==> config.mk <==
export PLATFORM = sky130hd
export DESIGN_NAME = byte_stream_content_filter_unit_flat
export DESIGN_NICKNAME = d
export VERILOG_FILES = /design/src/sv/bcf_pkg.sv /design/src/sv/bcf_req_if.sv /design/src/sv/bcf_rsp_if.sv /design/src/sv/bcf_csr_if.sv /design/src/sv/bcf_queue.sv /design/src/sv/bcf_front.sv /design/src/sv/bcf_back.sv /design/src/sv/byte_stream_content_filter_unit.sv /design/src/flat_wrapper.sv
export VERILOG_INCLUDE_DIRS = /design/src /design/src/sv
export SDC_FILE = /design/constraint.sdc
export NUM_CORES = 1
export LEC_CHECK = 0
export BUFFER_PORTS_ARGS = -buffer_cell sky130_fd_sc_hd__buf_2
export CAP_MARGIN = 20
export CORE_MARGIN = 5
export CORE_UTILIZATION = 55
export CTS_CLUSTER_DIAMETER = 40
export DETAILED_ROUTE_END_ITERATION = 10
export PLACE_DENSITY = 0.71
export SLEW_MARGIN = 20
export SYNTH_ARGS = -nofsm -noshare
export SYNTH_HDL_FRONTEND = slang
export SYNTH_SLANG_ARGS = --single-unit
==> constraint.sdc <==
create_clock -name clock -period 12.8 [get_ports clock]
set_input_delay 0.64 -clock clock [delete_from_list [all_inputs] [get_ports clock]]
set_output_delay 0.64 -clock clock [all_outputs]
set_load 0.02 [all_outputs]
==> src/sv/byte_stream_content_filter_unit_macros.svh <==
// Assertion macros for the byte stream content filter unit.
// Included by the top level; no other dependencies.
`ifndef BYTE_STREAM_CONTENT_FILTER_UNIT_MACROS_SVH
`define BYTE_STREAM_CONTENT_FILTER_UNIT_MACROS_SVH

// The consequent must hold in the same cycle as the antecedent.
`define BCF_ASSERT_IMP(label, clk, rst, ante, cons, msg) \
   label: assert property (@(posedge clk) disable iff (rst) (ante) |-> (cons)) \
      else $error(msg);

// The consequent must hold in the cycle after the antecedent.
`define BCF_ASSERT_NXT(label, clk, rst, ante, cons, msg) \
   label: assert property (@(posedge clk) disable iff (rst) (ante) |=> (cons)) \
      else $error(msg);

`endif

==> src/sv/bcf_pkg.sv <==
// Package for the byte stream content filter unit.
// Holds widths, mode codes, character constants and the queue entry types.
package bcf_pkg;

   localparam int BYTE_W  = 8;
   localparam int COUNT_W = 32;
   localparam int MODE_W  = 8;
   localparam int QDEPTH  = 4;
   localparam int QAW     = $clog2(QDEPTH);
   localparam int QCW     = $clog2(QDEPTH + 1);

   localparam logic [MODE_W-1:0] MODE_RESET     = 8'd1;
   localparam logic [MODE_W-1:0] MODE_BITCOUNT  = 8'd1;
   localparam logic [MODE_W-1:0] MODE_PRINTABLE = 8'd2;
   localparam logic [MODE_W-1:0] MODE_DNA       = 8'd3;

   localparam logic [BYTE_W-1:0] CH_ZERO  = 8'h30;
   localparam logic [BYTE_W-1:0] CH_ONE   = 8'h31;
   localparam logic [BYTE_W-1:0] CH_SPACE = 8'h20;
   localparam logic [BYTE_W-1:0] CH_LF    = 8'h0A;
   localparam logic [BYTE_W-1:0] CH_CR    = 8'h0D;
   localparam logic [BYTE_W-1:0] CH_GT    = 8'h3E;
   localparam logic [BYTE_W-1:0] PRINT_LO = 8'd32;
   localparam logic [BYTE_W-1:0] PRINT_HI = 8'd126;

   localparam logic RESULT_BYTE  = 1'b0;
   localparam logic RESULT_COUNT = 1'b1;

   typedef struct packed {
      logic                keep;
      logic                fin;
      logic [BYTE_W-1:0]   data;
      logic [COUNT_W-1:0]  count;
   } bcf_entry_type;

   typedef struct packed {
      logic          valid;
      bcf_entry_type entry;
   } bcf_push_type;

   typedef struct packed {
      logic full;
      logic empty;
   } bcf_qstat_type;

endpackage

==> src/sv/bcf_req_if.sv <==
// Input channel interface: one data byte and its last flag per word.
// Depends on bcf_pkg for the byte width.
interface bcf_req_if;
   logic                        valid;
   logic                        ready;
   logic [bcf_pkg::BYTE_W-1:0]  data_byte;
   logic                        last_byte;

   modport source (output valid, output data_byte, output last_byte, input ready);
   modport sink (input valid, input data_byte, input last_byte, output ready);
endinterface

==> src/sv/bcf_rsp_if.sv <==
// Result channel interface: a kept byte or a final count per word.
// Depends on bcf_pkg for the field widths.
interface bcf_rsp_if;
   logic                        valid;
   logic                        ready;
   logic                        result_kind;
   logic [bcf_pkg::BYTE_W-1:0]  kept_byte;
   logic [bcf_pkg::COUNT_W-1:0] final_count;
   logic                        last_result;

   modport source (output valid, output result_kind, output kept_byte,
                   output final_count, output last_result, input ready);
   modport sink (input valid, input result_kind, input kept_byte,
                 input final_count, input last_result, output ready);
endinterface

==> src/sv/bcf_csr_if.sv <==
// Configuration write channel interface carrying the filter mode word.
// Depends on bcf_pkg for the mode width.
interface bcf_csr_if;
   logic                        valid;
   logic                        ready;
   logic [bcf_pkg::MODE_W-1:0]  data;

   modport source (output valid, output data, input ready);
   modport sink (input valid, input data, output ready);
endinterface

==> src/sv/bcf_queue.sv <==
// Short queue between the classifying front end and the result back end.
// Depends on bcf_pkg for the entry type and depth.
module bcf_queue (
   input  logic                   clock,
   input  logic                   reset,
   input  bcf_pkg::bcf_push_type  push_i,
   input  logic                   pop_i,
   output bcf_pkg::bcf_qstat_type stat_o,
   output bcf_pkg::bcf_entry_type head_o
);
   import bcf_pkg::*;

   bcf_entry_type     mem_ff [QDEPTH];
   logic [QAW-1:0]    wr_ptr_ff, wr_ptr_in;
   logic [QAW-1:0]    rd_ptr_ff, rd_ptr_in;
   logic [QCW-1:0]    count_ff, count_in;
   logic              do_push, do_pop;

   assign stat_o.full  = (count_ff == QCW'(QDEPTH));
   assign stat_o.empty = (count_ff == '0);
   assign head_o       = mem_ff[rd_ptr_ff];
   assign do_push      = push_i.valid && !stat_o.full;
   assign do_pop       = pop_i && !stat_o.empty;

   always_comb begin
      wr_ptr_in = do_push ? wr_ptr_ff + 1'b1 : wr_ptr_ff;
      rd_ptr_in = do_pop ? rd_ptr_ff + 1'b1 : rd_ptr_ff;
      count_in  = count_ff;
      if (do_push && !do_pop) begin
         count_in = count_ff + 1'b1;
      end else if (!do_push && do_pop) begin
         count_in = count_ff - 1'b1;
      end
   end

   always_ff @(posedge clock) begin
      if (reset) begin
         wr_ptr_ff <= '0;
         rd_ptr_ff <= '0;
         count_ff  <= '0;
      end else begin
         wr_ptr_ff <= wr_ptr_in;
         rd_ptr_ff <= rd_ptr_in;
         count_ff  <= count_in;
      end
   end

   always_ff @(posedge clock) begin
      if (do_push) begin
         mem_ff[wr_ptr_ff] <= push_i.entry;
      end
   end

endmodule

==> src/sv/bcf_front.sv <==
// Front end: accepts input words, classifies them under the filter mode
// and keeps the per-command state. Depends on bcf_pkg and bcf_req_if.
module bcf_front (
   input  logic                        clock,
   input  logic                        reset,
   input  logic [bcf_pkg::MODE_W-1:0]  mode_i,
   bcf_req_if.sink                     req,
   input  bcf_pkg::bcf_qstat_type      qstat_i,
   output bcf_pkg::bcf_push_type       push_o
);
   import bcf_pkg::*;

   function automatic logic [3:0] popcount8(input logic [BYTE_W-1:0] v);
      logic [3:0] n;
      n = '0;
      for (int i = 0; i < BYTE_W; i++) begin
         n = n + {3'b000, v[i]};
      end
      return n;
   endfunction

   function automatic logic is_base(input logic [BYTE_W-1:0] v);
      return v == 8'h41 || v == 8'h43 || v == 8'h47 || v == 8'h54 ||
             v == 8'h61 || v == 8'h63 || v == 8'h67 || v == 8'h74;
   endfunction

   logic [COUNT_W-1:0] running_ff, running_in;
   logic               line_start_ff, line_start_in;
   logic               header_ff, header_in;
   logic               line_start_nx, header_nx;
   logic [BYTE_W-1:0]  c;
   logic [3:0]         add;
   logic               keep, skip, accept, mode_ok;
   logic [COUNT_W-1:0] count_sum;

   assign c         = req.data_byte;
   assign req.ready = !qstat_i.full;
   assign accept    = req.valid && req.ready;
   assign mode_ok   = (mode_i == MODE_BITCOUNT) || (mode_i == MODE_PRINTABLE) ||
                      (mode_i == MODE_DNA);

   always_comb begin
      add           = '0;
      keep          = 1'b0;
      skip          = 1'b0;
      line_start_nx = line_start_ff;
      header_nx     = header_ff;
      case (mode_i)
         MODE_BITCOUNT: begin
            if (c == CH_ZERO || c == CH_ONE || c == CH_SPACE || c == CH_LF || c == CH_CR) begin
               add = {3'b000, c == CH_ONE};
            end else begin
               add = popcount8(c);
            end
         end
         MODE_PRINTABLE: begin
            keep = (c >= PRINT_LO) && (c <= PRINT_HI);
         end
         MODE_DNA: begin
            if (c == CH_LF) begin
               line_start_nx = 1'b1;
               header_nx     = 1'b0;
            end else if (c != CH_CR) begin
               if (line_start_ff) begin
                  line_start_nx = 1'b0;
                  if (c == CH_GT) begin
                     header_nx = 1'b1;
                     skip      = 1'b1;
                  end
               end
               if (!skip && !header_nx) begin
                  keep = is_base(c);
               end
            end
         end
         default: begin
         end
      endcase
      count_sum = running_ff + COUNT_W'(add) + COUNT_W'(keep);
   end

   always_comb begin
      running_in    = running_ff;
      line_start_in = line_start_ff;
      header_in     = header_ff;
      if (accept) begin
         if (req.last_byte) begin
            running_in    = '0;
            line_start_in = 1'b1;
            header_in     = 1'b0;
         end else begin
            running_in    = count_sum;
            line_start_in = line_start_nx;
            header_in     = header_nx;
         end
      end
      push_o.valid       = accept && (keep || req.last_byte);
      push_o.entry.keep  = keep;
      push_o.entry.fin   = req.last_byte;
      push_o.entry.data  = c;
      push_o.entry.count = mode_ok ? count_sum : '0;
   end

   always_ff @(posedge clock) begin
      if (reset) begin
         running_ff    <= '0;
         line_start_ff <= 1'b1;
         header_ff     <= 1'b0;
      end else begin
         running_ff    <= running_in;
         line_start_ff <= line_start_in;
         header_ff     <= header_in;
      end
   end

endmodule

==> src/sv/bcf_back.sv <==
// Back end: drains queue entries into the registered result channel, a kept
// byte first and, for a last word, the final count. Depends on bcf_pkg, bcf_rsp_if.
module bcf_back (
   input  logic                   clock,
   input  logic                   reset,
   input  bcf_pkg::bcf_qstat_type qstat_i,
   input  bcf_pkg::bcf_entry_type head_i,
   output logic                   pop_o,
   bcf_rsp_if.source              rsp
);
   import bcf_pkg::*;

   logic               valid_ff, valid_in;
   logic               phase_ff, phase_in;
   logic               kind_ff, kind_in;
   logic [BYTE_W-1:0]  byte_ff, byte_in;
   logic [COUNT_W-1:0] count_ff, count_in;
   logic               last_ff, last_in;
   logic               out_free;

   assign out_free        = !valid_ff || rsp.ready;
   assign rsp.valid       = valid_ff;
   assign rsp.result_kind = kind_ff;
   assign rsp.kept_byte   = byte_ff;
   assign rsp.final_count = count_ff;
   assign rsp.last_result = last_ff;

   always_comb begin
      valid_in = valid_ff;
      phase_in = phase_ff;
      kind_in  = kind_ff;
      byte_in  = byte_ff;
      count_in = count_ff;
      last_in  = last_ff;
      pop_o    = 1'b0;
      if (out_free) begin
         valid_in = 1'b0;
         if (!qstat_i.empty) begin
            valid_in = 1'b1;
            if (head_i.keep && !phase_ff) begin
               kind_in  = RESULT_BYTE;
               byte_in  = head_i.data;
               count_in = '0;
               last_in  = !head_i.fin;
               phase_in = head_i.fin;
               pop_o    = !head_i.fin;
            end else begin
               kind_in  = RESULT_COUNT;
               byte_in  = '0;
               count_in = head_i.count;
               last_in  = 1'b1;
               phase_in = 1'b0;
               pop_o    = 1'b1;
            end
         end
      end
   end

   always_ff @(posedge clock) begin
      if (reset) begin
         valid_ff <= 1'b0;
         phase_ff <= 1'b0;
      end else begin
         valid_ff <= valid_in;
         phase_ff <= phase_in;
      end
      kind_ff  <= kind_in;
      byte_ff  <= byte_in;
      count_ff <= count_in;
      last_ff  <= last_in;
   end

endmodule

==> src/sv/byte_stream_content_filter_unit.sv <==
// Byte stream content filter unit: one input word per cycle while the queue
// is not full; results pass through the queue and a registered output, and an
// input word whose kept byte and final count both go out takes two result words.
// The four-entry queue lets input run while results stall. Synchronous reset
// sets the mode to bit count, clears the command state, queue and output.
module byte_stream_content_filter_unit (
   input  logic       clock,
   input  logic       reset,
   bcf_req_if.sink    req_ch,
   bcf_rsp_if.source  rsp_ch,
   bcf_csr_if.sink    csr_ch
);
   import bcf_pkg::*;
   `include "byte_stream_content_filter_unit_macros.svh"

   logic [MODE_W-1:0] mode_ff, mode_in;
   bcf_push_type      push;
   bcf_qstat_type     qstat;
   bcf_entry_type     head;
   logic              pop;

   assign csr_ch.ready = 1'b1;
   assign mode_in      = (csr_ch.valid && csr_ch.ready) ? csr_ch.data : mode_ff;

   always_ff @(posedge clock) begin
      if (reset) begin
         mode_ff <= MODE_RESET;
      end else begin
         mode_ff <= mode_in;
      end
   end

   bcf_front u_front (
      .clock   (clock),
      .reset   (reset),
      .mode_i  (mode_ff),
      .req     (req_ch),
      .qstat_i (qstat),
      .push_o  (push)
   );

   bcf_queue u_queue (
      .clock  (clock),
      .reset  (reset),
      .push_i (push),
      .pop_i  (pop),
      .stat_o (qstat),
      .head_o (head)
   );

   bcf_back u_back (
      .clock   (clock),
      .reset   (reset),
      .qstat_i (qstat),
      .head_i  (head),
      .pop_o   (pop),
      .rsp     (rsp_ch)
   );

   `BCF_ASSERT_IMP(a_no_overflow, clock, reset, push.valid, !qstat.full, "queue push while full")
   `BCF_ASSERT_NXT(a_drain, clock, reset, !qstat.empty && (!rsp_ch.valid || rsp_ch.ready), rsp_ch.valid, "pending queue word not presented")
   `BCF_ASSERT_IMP(a_count_word, clock, reset, rsp_ch.valid && rsp_ch.result_kind, rsp_ch.last_result && (rsp_ch.kept_byte == '0), "malformed count word")
   `BCF_ASSERT_IMP(a_byte_word, clock, reset, rsp_ch.valid && !rsp_ch.result_kind, rsp_ch.final_count == '0, "kept byte word carries a count")

endmodule
==> src/flat_wrapper.sv <==
// flat-port wrapper written by rule: the top's interface ports become plain ports
module byte_stream_content_filter_unit_flat import bcf_pkg::*;
  (clock, reset, req_ch_valid, req_ch_data_byte, req_ch_last_byte, req_ch_ready, rsp_ch_valid, rsp_ch_result_kind, rsp_ch_kept_byte, rsp_ch_final_count, rsp_ch_last_result, rsp_ch_ready, csr_ch_valid, csr_ch_data, csr_ch_ready);
  bcf_req_if req_ch_i ();
  bcf_rsp_if rsp_ch_i ();
  bcf_csr_if csr_ch_i ();
  input  logic clock;
  input  logic reset;
  input wire logic [$bits(req_ch_i.valid)-1:0] req_ch_valid;
  input wire logic [$bits(req_ch_i.data_byte)-1:0] req_ch_data_byte;
  input wire logic [$bits(req_ch_i.last_byte)-1:0] req_ch_last_byte;
  output wire logic [$bits(req_ch_i.ready)-1:0] req_ch_ready;
  output wire logic [$bits(rsp_ch_i.valid)-1:0] rsp_ch_valid;
  output wire logic [$bits(rsp_ch_i.result_kind)-1:0] rsp_ch_result_kind;
  output wire logic [$bits(rsp_ch_i.kept_byte)-1:0] rsp_ch_kept_byte;
  output wire logic [$bits(rsp_ch_i.final_count)-1:0] rsp_ch_final_count;
  output wire logic [$bits(rsp_ch_i.last_result)-1:0] rsp_ch_last_result;
  input wire logic [$bits(rsp_ch_i.ready)-1:0] rsp_ch_ready;
  input wire logic [$bits(csr_ch_i.valid)-1:0] csr_ch_valid;
  input wire logic [$bits(csr_ch_i.data)-1:0] csr_ch_data;
  output wire logic [$bits(csr_ch_i.ready)-1:0] csr_ch_ready;
  assign req_ch_i.valid = req_ch_valid;
  assign req_ch_i.data_byte = req_ch_data_byte;
  assign req_ch_i.last_byte = req_ch_last_byte;
  assign req_ch_ready = req_ch_i.ready;
  assign rsp_ch_valid = rsp_ch_i.valid;
  assign rsp_ch_result_kind = rsp_ch_i.result_kind;
  assign rsp_ch_kept_byte = rsp_ch_i.kept_byte;
  assign rsp_ch_final_count = rsp_ch_i.final_count;
  assign rsp_ch_last_result = rsp_ch_i.last_result;
  assign rsp_ch_i.ready = rsp_ch_ready;
  assign csr_ch_i.valid = csr_ch_valid;
  assign csr_ch_i.data = csr_ch_data;
  assign csr_ch_ready = csr_ch_i.ready;
  byte_stream_content_filter_unit u_core (.clock(clock), .reset(reset), .req_ch(req_ch_i), .rsp_ch(rsp_ch_i), .csr_ch(csr_ch_i));
endmodule
==> metrics.txt <==
Worst Hold Class input pin to flip-flop; final setup fails 0; Slew @ Worst Pin 975 ps; final wirelength 21900 µm; Critical Path Source Type input pin; Power Dens Cells a little under 200 nW/µm²; Post-CTS Resized 0; Final Non-Filler Cells about 1100; critical path capture point type flip-flop; Ports 67; Post-synth EDFFs between 200 and 250; Required @ worst endpoint between 10000 and 15000 ps; Max Cap Violations 0; Max Freq ~210 MHz; clk_skew 12.3 ps; Flop pwr share 0.441; vias in the first global route between 6000 and 7000; most frequent cell after synthesis edfxtp_1; post-layout minimum cycle time 4830 ps; placement-stage worst setup slack 7560 ps; DIE AREA 23400 µm²; die height ~150 µm; Yosys top cell area share 0.560; grt ovf 0; layout cells sized above 1 0.211; peak supply drop 0.000219 V; Inserted Clock Buffers 31; Area Overhead vs Synth 14.3%; Die X 153 µm; # DRC 0; Synthesis Warnings 0; ranking of synthesized cells by area edfxtp_1 (56%), dfxtp_1 (9.4%), mux4_2 (8.4%); Post-CTS Setup Bufs 0; global placer's final weighted congestion 0.815; first-pass GRT wire length roughly 36000 µm; ys flop type edfxtp_1; setup TNS 0 ps; Initial DRC Count 505; initial antenna violation count 0; Post-Syn Instances 774; total track usage 0.187; Switching Power 707 µW; largest net degree at the start of global routing 46; worst-case clock buffer depth 3; Root Buffer clkbuf_16; Initial DRT Pass Iterations 5; Worst-path clk slew ~50 ps; Post-Route Utilization 0.638; crit path DAT 5160 ps; Lkg Pwr 0.00443 µW; H-tree levels 1; via count 6641; switching portion of total power 0.284; synthesized cell area 11300 µm²; Avg Vias per Cell 5.84; hold_buf cts 0; post-route ant nets 0; clk_lat worst skew 550 ps; Cells after DPL about 1100; Clk network pwr share 0.345; Unique masters post-synth 62; final critical-path share of the clock period 0.377; fraction of registers with async set or reset after synthesis 0; internal power 1780 µW; normalized max-slew margin 0.348; CP max FO 13; register area share after synthesis 0.654; IO buf count 65; Antenna Cells 0; wire length per cell about 19 µm; fin worst setup slack ~8000 ps; Synth top cells by count edfxtp_1 (210), nor2_1 (61), dfxtp_1 (53); Seq cells post-synth 263; Logic pwr share 0.214; Mean Syn Cell Area 14.5 µm²; HPWL Detailed between 10000 and 15000 µm; largest area contributor in the netlist edfxtp_1; clk sinks 263; Setup Crit Path Kind input pin to flip-flop; post-synthesis net count 818; Total Nets Final 886; outcome finished, final reports clean; final hold vios 0; row cnt 52; RSZ-0062 raised after global routing false; worst hold slack 302 ps; CTS tree yes; starting density of the core 0.558; fin. max-slew vios 0; Core Footprint 20200 µm²
[metal layers]
| layer | GRT usage | vias up | share of wire |
|---|---|---|---|
| met5 | 0 | - | 0 |
| met4 | 0.0539 | 0 | 0.021 |
| met3 | 0.0308 | 42 | 0.063 |
| met2 | 0.315 | 238 | 0.49 |
| met1 | 0.256 | 3299 | 0.43 |
| li1 | - | 3062 | - |
[flip-flops by register name, summed over array words and instances, names as in the netlist, named ones only]
name,flops
u_core.u_back.rsp.last_result,1
u_core.u_queue.rd_ptr_ff,2
u_core.u_back.phase_ff,1
u_core.u_front.line_start_ff,1
u_core.u_front.header_ff,1
u_core.mode_ff,8
u_core.u_back.rsp.valid,1
u_core.u_back.rsp.final_count,32
u_core.u_queue.mem_ff,168
u_core.u_back.rsp.result_kind,1
u_core.u_back.rsp.kept_byte,8
u_core.u_front.running_ff,32
u_core.u_queue.wr_ptr_ff,2
u_core.u_queue.count_ff,3
[cell usage in the layout (no fill, tap or decap), types with 4 or more instances in the layout]
cell type	netlist	final
edfxtp_1	210	210
buf_2	6	65
nor2_1	61	61
dfxtp_1	53	51
mux4_2	42	42
nor2b_1	38	38
inv_1	36	36
clkbuf_16	0	31
a21oi_1	30	29
o21ai_0	27	27
xnor2_1	20	20
nand2_1	19	19
and3_1	16	16
or3_1	16	16
nand3_1	15	15
ha_1	15	15
nand4_1	12	12
xor2_1	11	11
mux2i_1	9	9
o211ai_1	8	8
clkbuf_1	28	8
buf_4	2	8
a31oi_1	7	7
or4_1	7	7
fa_1	7	7
nor3_1	6	6
and2_2	0	5
nand2b_1	5	5
and4_1	5	5
o2111ai_1	4	4
o21a_1	4	4
a21o_1	4	4
nor3b_1	4	4
inv_6	0	4
clkinv_2	0	4
[critical path: stages]
cell and delay (ps):
buf_2 150, fa_1 530, inv_1 50, fa_1 490, fa_1 400, inv_1 60, ha_1 160, inv_1 60
fa_1 370, xor2_1 150, nor2_1 60, ha_1 350, o21a_1 130, o31a_1 530, o211ai_2 280, or3_1 410
a21oi_1 300
[layout make-up]
cell class / count / area [µm²]
clock buffers: 41 / 833
clock inverters: 17 / 191
fillers: 1467 / 7310
inverters: 36 / 135
multi-input cells: 437 / 3610
flip-flops and latches: 263 / 7370
well taps: 270 / 338
repair buffers: 73 / 385
[logic make-up after synthesis]
| kind of cell | count (synthesis) | share of synthesized area |
|---|---|---|
| flip-flops | 263 | 0.654 |
| buffers and inverters | 74 | 0.0267 |
| XOR/XNOR | 31 | 0.0241 |
| AND/OR/NAND/NOR | 228 | 0.115 |
| adder cells (fa/ha/maj) | 22 | 0.0291 |
| AO/OA/AOI/OAI | 102 | 0.0562 |
| multiplexers | 53 | 0.0940 |
| other | 1 | 0.000333 |
[per-stage QoR]
stage               area (µm²)  total power [µW]
floorplan                11300              1500
detailed placement       11800              1660
global route             12900              2610
global placement         11800              1650
finish                   12900              2490
CTS                      12900              2520
[path summary, 6_finish.rpt]
check / start / to / slack [ps] / depth (start not counted)
hold / removal: csr_ch_data[0] / u_core.mode_ff[0] / 300 / 2
hold reg to reg: u_core.u_front.header_ff / u_core.u_front.header_ff / 480 / 1
setup reg to reg: u_core.mode_ff[4] / u_core.u_queue.mem_ff[1][24] / 8820 / 10
setup / recovery: req_ch_data_byte[0] / u_core.u_queue.mem_ff[1][31] / 7970 / 17
[power groups by stage]
stage / logic, µW / registers [µW] / clock network, µW
6_report: 533 / 1100 / 859
5_1_grt: 589 / 1110 / 914
4_1_cts: 547 / 1100 / 875
3_5_place_dp: 542 / 1120 / 0
3_3_place_gp: 533 / 1110 / 0
2_1_floorplan: 286 / 1210 / 0
Note: power is estimated with default switching activity, not from simulation.
